### config.mk
export PLATFORM = sky130hd
export DESIGN_NAME = psrbu_ctrl
export DESIGN_NICKNAME = d
export VERILOG_FILES = /design/src/rtl/psrbu_pkg.sv /design/src/rtl/psrbu_ctrl.sv
export SDC_FILE = /design/constraint.sdc
export NUM_CORES = 1
export LEC_CHECK = 0
export BUFFER_PORTS_ARGS = -buffer_cell sky130_fd_sc_hd__clkbuf_2
export CAP_MARGIN = 40
export CORE_MARGIN = 4
export CORE_UTILIZATION = 56
export DETAILED_ROUTE_END_ITERATION = 10
export MAX_ROUTING_LAYER = met4
export PLACE_DENSITY_LB_ADDON = 0.25
export SYNTH_ARGS = -nofsm -noshare
export SYNTH_HDL_FRONTEND = slang
export SYNTH_SLANG_ARGS = --single-unit
### constraint.sdc
create_clock -name clock -period 3.4 [get_ports clock]
set_input_delay 0.85 -clock clock [delete_from_list [all_inputs] [get_ports clock]]
set_output_delay 0.85 -clock clock [all_outputs]
set_load 0.005 [all_outputs]
### src/rtl/psrbu_pkg.sv
// ----------------------------------------------------------------------------
// psrbu_pkg
// Shared types and constants of the belief update and observation sampler.
// ----------------------------------------------------------------------------
package psrbu_pkg;

   localparam int MAX_DIM_DEF     = 16;
   localparam int NUM_ACTIONS_DEF = 4;
   localparam int NUM_OBS         = 4;

   localparam logic [1:0] OBS_LAST = 2'd3;
   localparam logic [4:0] DIM_RESET = 5'd16;

   // request codes
   localparam logic [2:0] REQ_WR_MAT  = 3'd0;
   localparam logic [2:0] REQ_WR_NORM = 3'd1;
   localparam logic [2:0] REQ_WR_BEL  = 3'd2;
   localparam logic [2:0] REQ_SAMPLE  = 3'd3;
   localparam logic [2:0] REQ_UPDATE  = 3'd4;

   typedef struct packed {
      logic [2:0]         req_type;
      logic [1:0]         action;
      logic [1:0]         observation;
      logic [3:0]         row;
      logic [3:0]         col;
      logic signed [31:0] value;
      logic [23:0]        threshold;
   } req_item_type;

   typedef struct packed {
      logic [1:0]         obs_out;
      logic               status;
      logic signed [31:0] norm_value;
   } rsp_item_type;

   typedef struct packed {
      logic latch_req;
      logic clr_res;
      logic wr_exec;
      logic mac_issue;
      logic y_capture;
      logic n_mul;
      logic n_acc;
      logic clr_nacc;
      logic n_capture;
      logic run_clr;
      logic run_add;
      logic set_obs;
      logic set_status;
      logic set_norm;
      logic div_start;
      logic bv_wr;
   } cmd_type;

   typedef struct packed {
      logic [2:0] req_code;
      logic       found;
      logic       n_zero;
      logic       div_done;
   } sts_type;

endpackage

### src/rtl/psrbu_ctrl.sv
// ----------------------------------------------------------------------------
// psrbu_ctrl
// Sequencer: walks rows and columns of the operator products, up to four
// observations of a sample and the per-entry divisions of an update.
// ----------------------------------------------------------------------------
module psrbu_ctrl #(
   parameter int MAX_DIM = psrbu_pkg::MAX_DIM_DEF,
   localparam int IW = (MAX_DIM > 1) ? $clog2(MAX_DIM) : 1,
   localparam int DW = $clog2(MAX_DIM + 1)
) (
   input  logic               clock,
   input  logic               reset,
   input  logic               start,
   output logic               busy,
   output logic               rsp_strobe,
   input  psrbu_pkg::sts_type sts,
   input  logic [DW-1:0]      dim,
   output psrbu_pkg::cmd_type cmd,
   output logic [IW-1:0]      i_idx,
   output logic [IW-1:0]      j_idx,
   output logic [1:0]         o_idx
);

   localparam logic [3:0] S_IDLE  = 4'd0;
   localparam logic [3:0] S_DEC   = 4'd1;
   localparam logic [3:0] S_WR    = 4'd2;
   localparam logic [3:0] S_ROW   = 4'd3;
   localparam logic [3:0] S_D1    = 4'd4;
   localparam logic [3:0] S_D2    = 4'd5;
   localparam logic [3:0] S_YS    = 4'd6;
   localparam logic [3:0] S_NMUL  = 4'd7;
   localparam logic [3:0] S_NACC  = 4'd8;
   localparam logic [3:0] S_NEND  = 4'd9;
   localparam logic [3:0] S_EVAL  = 4'd10;
   localparam logic [3:0] S_YRD   = 4'd11;
   localparam logic [3:0] S_DST   = 4'd12;
   localparam logic [3:0] S_DWAIT = 4'd13;
   localparam logic [3:0] S_DONE  = 4'd14;

   logic [3:0]    state_ff, state_in;
   logic [DW-1:0] i_ff, i_in, j_ff, j_in;
   logic [1:0]    o_ff, o_in;
   logic          i_last, j_last;

   assign i_last = (i_ff + DW'(1)) == dim;
   assign j_last = (j_ff + DW'(1)) == dim;

   always_comb begin
      state_in = state_ff;
      i_in     = i_ff;
      j_in     = j_ff;
      o_in     = o_ff;
      cmd      = '0;
      unique case (state_ff)
         S_IDLE: begin
            if (start) begin
               cmd.latch_req = 1'b1;
               state_in      = S_DEC;
            end
         end
         S_DEC: begin
            cmd.clr_res  = 1'b1;
            cmd.clr_nacc = 1'b1;
            cmd.run_clr  = 1'b1;
            i_in = '0;
            j_in = '0;
            o_in = '0;
            priority case (sts.req_code)
               psrbu_pkg::REQ_WR_MAT, psrbu_pkg::REQ_WR_NORM,
               psrbu_pkg::REQ_WR_BEL: state_in = S_WR;
               psrbu_pkg::REQ_SAMPLE, psrbu_pkg::REQ_UPDATE:
                  state_in = (dim == '0) ? S_NEND : S_ROW;
               default: state_in = S_DONE;
            endcase
         end
         S_WR: begin
            cmd.wr_exec = 1'b1;
            state_in    = S_DONE;
         end
         S_ROW: begin
            cmd.mac_issue = 1'b1;
            if (j_last) begin
               j_in     = '0;
               state_in = S_D1;
            end else begin
               j_in = j_ff + DW'(1);
            end
         end
         S_D1: state_in = S_D2;
         S_D2: state_in = S_YS;
         S_YS: begin
            cmd.y_capture = 1'b1;
            state_in      = S_NMUL;
         end
         S_NMUL: begin
            cmd.n_mul = 1'b1;
            state_in  = S_NACC;
         end
         S_NACC: begin
            cmd.n_acc = 1'b1;
            if (i_last) begin
               i_in     = '0;
               state_in = S_NEND;
            end else begin
               i_in     = i_ff + DW'(1);
               state_in = S_ROW;
            end
         end
         S_NEND: begin
            cmd.n_capture = 1'b1;
            state_in      = S_EVAL;
         end
         S_EVAL: begin
            if (sts.req_code == psrbu_pkg::REQ_SAMPLE) begin
               cmd.run_add = 1'b1;
               if (sts.found) begin
                  cmd.set_obs = 1'b1;
                  state_in    = S_DONE;
               end else if (o_ff == psrbu_pkg::OBS_LAST) begin
                  state_in = S_DONE;
               end else begin
                  o_in         = o_ff + 2'd1;
                  i_in         = '0;
                  cmd.clr_nacc = 1'b1;
                  state_in     = (dim == '0) ? S_NEND : S_ROW;
               end
            end else if (sts.n_zero) begin
               cmd.set_status = 1'b1;
               state_in       = S_DONE;
            end else begin
               cmd.set_norm = 1'b1;
               i_in         = '0;
               state_in     = S_YRD;
            end
         end
         S_YRD: state_in = S_DST;
         S_DST: begin
            cmd.div_start = 1'b1;
            state_in      = S_DWAIT;
         end
         S_DWAIT: begin
            if (sts.div_done) begin
               cmd.bv_wr = 1'b1;
               if (i_last) begin
                  state_in = S_DONE;
               end else begin
                  i_in     = i_ff + DW'(1);
                  state_in = S_YRD;
               end
            end
         end
         S_DONE: state_in = S_IDLE;
         default: state_in = S_IDLE;
      endcase
   end

   always_ff @(posedge clock) begin
      if (reset) begin
         state_ff <= S_IDLE;
         i_ff     <= '0;
         j_ff     <= '0;
         o_ff     <= '0;
      end else begin
         state_ff <= state_in;
         i_ff     <= i_in;
         j_ff     <= j_in;
         o_ff     <= o_in;
      end
   end

   assign busy       = state_ff != S_IDLE;
   assign rsp_strobe = state_ff == S_DONE;
   assign i_idx      = i_ff[IW-1:0];
   assign j_idx      = j_ff[IW-1:0];
   assign o_idx      = o_ff;

endmodule

# Word-level counts from Yosys, hierarchy flattened
# Cells that the tools add are included.
[classes]
n_reduce_logical = 12
eq_ne = 31
muxes = 48
add_sub_neg = 3
[ops]
columns = ["cell", "n"]
rows = [
  ["4-bit case mux with 14 select lines", 1],
  ["5-bit two-way mux", 8],
  ["4-bit two-way mux", 9],
  ["4-bit == test (second input constant)", 7],
  ["5-bit case mux with 4 select lines", 1],
  ["1-bit two-way mux", 18],
  ["4-bit by 3-bit == test with 1-bit output (second input constant)", 4],
  ["2-bit != test (second input constant)", 7],
  ["5-bit by 1-bit adder with 5-bit output (second input constant)", 2],
  ["5-bit == test", 2],
  ["2-bit two-way mux", 5],
  ["5-bit case mux with 2 select lines", 1],
  ["3-bit != test (second input constant)", 3],
  ["4-bit by 2-bit == test with 1-bit output (second input constant)", 2],
  ["4-bit case mux with 2 select lines", 1],
  ["4-bit nonzero test", 2],
  ["3-bit by 2-bit == test with 1-bit output (second input constant)", 2],
  ["3-bit two-way mux", 2],
  ["6-bit AND reduction", 1],
  ["5-bit logical NOT", 1],
  ["4-bit by 1-bit == test with 1-bit output (second input constant)", 1],
  ["4-bit logical NOT", 1],
  ["2-bit case mux with 2 select lines", 1],
  ["4-bit AND reduction", 1],
  ["other kinds (10)", 11],
]
[word_totals]
output_inout_bits = 28
inputBits = 14
ff_bits = 16

# Depth between registers and ports, before layout
[logic_depth]
word_depth = 6
depth_mapped = 6
mapped_depth_nobuf = 6

# Worst setup path after synthesis
# Ideal clock, no wire load.
[synth_timing]
path_type = "input port to output port"
start = "input port sts[5] (netlist name)"
end = "output port cmd[8] (netlist name)"
t_required_ps = 2550
t_arrival_ps = 1454
stages = 4
setup_slack_ps = 1096
path_buffers = 0
cell_sequence = "nand3b_1 nor3_1 a21oi_1 inv_1"
[synth_lines]
columns = ["element", "line_no", "text"]
rows = [
  ["start: declaration", "psrbu_ctrl.sv:16", "input psrbu_pkg::sts_type sts,"],
  ["end: declaration", "psrbu_ctrl.sv:18", "output psrbu_pkg::cmd_type cmd,"],
]

==> flow_summary.yaml <==
worst_setup_path:
  critical_path_class: "flop to output pin"
  cp_slowest_cell: "sky130_fd_sc_hd__dfxtp_1"
  maximum_net_fanout_on_the_critical_path: 18
  worstSetupEndpointType: "output pin"
  reg2reg_setup_slack_ns: 1.27
  cpLargestDelayFamily: "flip-flops"
  crit_path_cell_trace: "nand2b_1 > nor2_1 > a21oi_1 > inv_1 > clkbuf_2"
  crit_buf_inv: 2
  startpoint_type: "flop"
  required_ns: 2.55
  crit_arrival_ns: 1.97
  cpPeakStageDelay_ns: 0.65
cells_and_area:
  postLayoutCoreUtil_pct: 66.2
  synthToLayoutAreaGrowth_pct: 12.0
  ant_diodes: 0
  num-nets-final: 241
  ratio_of_cells_with_drive_above_1_in_the_final_layout_pct: 25.2
die:
  die_h_um: 59.2
  floorplan.rows: 18
  fp.coreArea_um2: 2480
  floorplan.initialDensity_pct: 59.1
  die_area_um2: 3500
  floorplan.die.width_um: 59.2
  boundaryPins: 42
clocking:
  max-clock-path-buffers: 2
  inserted_clock_buffers: 3
  htree_levels: 1
  tritoncts: "built"
  clock-sinks: 16
  number_of_buffers_inserted_for_hold_repair_after_clock_tree_synthesis: 0
  clk_root_buf: "sky130_fd_sc_hd__clkbuf_4"
  clock_insertion_delay_at_the_later_pin_of_the_skew_report_ns: 0.28
  postCtsSetupRepairBufs: 0
  clk_pin_slew_ns: 0.09
  post_cts_resize_count: 0
pwr:
  peakVddDrop_mv: 0.391
  switching_component_of_the_power_uw: 347
  internal_power_uw: 427
  power.leakage_uw: 0.000700
  part_of_the_total_power_dissipated_in_combinational_logic_pct: 52.0
  power_per_cell_area_nw_per_um2: 472
  power.share.clock_pct: 13.0
  power.share.sequential_pct: 35.0
  power.share.switching_pct: 44.8
  post-layout-total-power_uw: 774
routing:
  antenna_violating_nets_post_route: 0
  via_count: 1507
  totalWireLength_um: 3560
  detail_route.vias_per_cell: 5.98
  drc: 0
  drtPass1Iterations: 4
  wire_per_inst_um: 14.1
  drt_iter0_drc: 74
sta:
  clock.fmax_mhz: 354
  post-route-worst-setup-slack_ns: 0.577
  worst_pin_slew_ns: 0.631
  final-setup-viol-count: 0
  hold_slack_ns: 0.498
  timing.max_slew.rel_slack_pct: 57.6
  final.min_clock_period_ns: 2.82
  grt_setup_unrepaired: "no"
  timing.final.max_slew_violations: 0
  hold_violations: 0
  clock_skew_ns: 0.000858
  fraction_of_the_cycle_the_final_worst_path_needs_pct: 83.0
  setup_tns_ns: 0
placed_design:
  dp_worst_slack_ns: 0.788
  routability_congestion_estimate_from_global_placement: 0.917
  placed_wire_length_estimate_after_detailed_placement_um: 2810
  io_buffers: 41
global_routing:
  grt_antenna_before_repair: 0
  grt_start_max_net_pins: 19
  grt_overflow: 0
  grt_pass1_vias: 1373
  global_route_wire_length_before_repair_um: 6040
  grtUsageTotal_pct: 22.4
yosys:
  yosysSeqAreaShare_pct: 21.9
  mappedNetlistArea_um2: 1470
  post_synth_num_cell_types: 55
  synth.top_cell.area_share_pct: 21.9
  mappedNetlistNets: 211
  synth_area_leader_cell: "sky130_fd_sc_hd__dfxtp_1"
  synthMostInstantiatedCell: "sky130_fd_sc_hd__nor2_1"
  synthCells: 194
  synth_top_flop_cell: "sky130_fd_sc_hd__dfxtp_1"
  post_synth_arst_share_pct: 0
  synth_edf_count: 0
  number_of_warnings_printed_during_yosys_synthesis: 0
  synth.top_cells.by_area: "sky130_fd_sc_hd__dfxtp_1, sky130_fd_sc_hd__nor2_1, sky130_fd_sc_hd__buf_4"
  synth_seq_cells: 16
  synth_top_cells_by_count: "sky130_fd_sc_hd__nor2_1, sky130_fd_sc_hd__dfxtp_1, sky130_fd_sc_hd__nand2_1"
  synthesis.area_per_instance_um2: 7.55
flow_run:
  max-cap-violations: 0
hold_path:
  min_path_type: "flop to flop"
run_status:
  status: "complete, no violations"
## through the flow
step	cell area, µm²	cells
2_1_floorplan	1470	194
3_3_place_gp	1620	249
4_1_cts	1640	252
3_5_place_dp	1620	249
5_1_grt	1640	252
6_report	1640	252
## power by group through the flow
stage | combinational (µW) | clock (µW) | sequential [µW]
finish | 402 | 100 | 271
global route | 443 | 117 | 278
CTS | 399 | 104 | 269
detailed placement | 398 | 0 | 273
global placement | 392 | 0 | 272
floorplan | 328 | 0 | 232
## worst paths after layout
path	startpoint	endpoint	cells past startpoint
max reg2reg	i_ff[0]	state_ff[3]	6
min	i_ff[1]	i_ff[1]	2
max	state_ff[3]	cmd[8]	5
min reg2reg	i_ff[1]	i_ff[1]	2
## final cells by class
cell class	count	area (µm²)
tap	30	37.5
multi-input combinational	152	1010
inverter	9	33.8
clock buffer	3	22.5
sequential	16	320
fill	227	837
timing repair buffer	42	213
## kinds of logic after synthesis
group / synth area share [%]
fa+ha+maj: 2.56
simple gates: 28.1
flops: 21.9
mux: 1.37
buf+inv: 8.97
compound gates: 27.2
xor+xnor: 9.91
## worst min-delay path, delay by kind of cell, from the launching register on
family	cells	cell delay, ns
flops	1	0.35
buf+inv	1	0.06
compound gates	1	0.06
## cell usage in the layout (no fill, tap or decap), drive strengths merged, types with 4 or more instances in the layout
cell type and n:
xor2 5, o21ai 13, and3 4, xnor2 8, dfxtp 16, nand2b 5, nand3 8, nand2 15
nor3 12, clkbuf 44, nor2 24, inv 9, a21oi 6
## registers in the layout, indices dropped and copies added, names as in the netlist
signal / count
i_ff: 5
j_ff: 5
state_ff: 4
o_idx: 2
## routing by layer
metal | wire length [µm] | vias to the layer above | global-route usage [%]
met1 | 1580 | 688 | 28.6
met3 | 239 | 4 | 2.83
li1 | - | 750 | -
met2 | 1690 | 65 | 36.9
met5 | 0 | - | -
met4 | 38 | 0 | 6.80
Power figures use the tool's default switching activity.
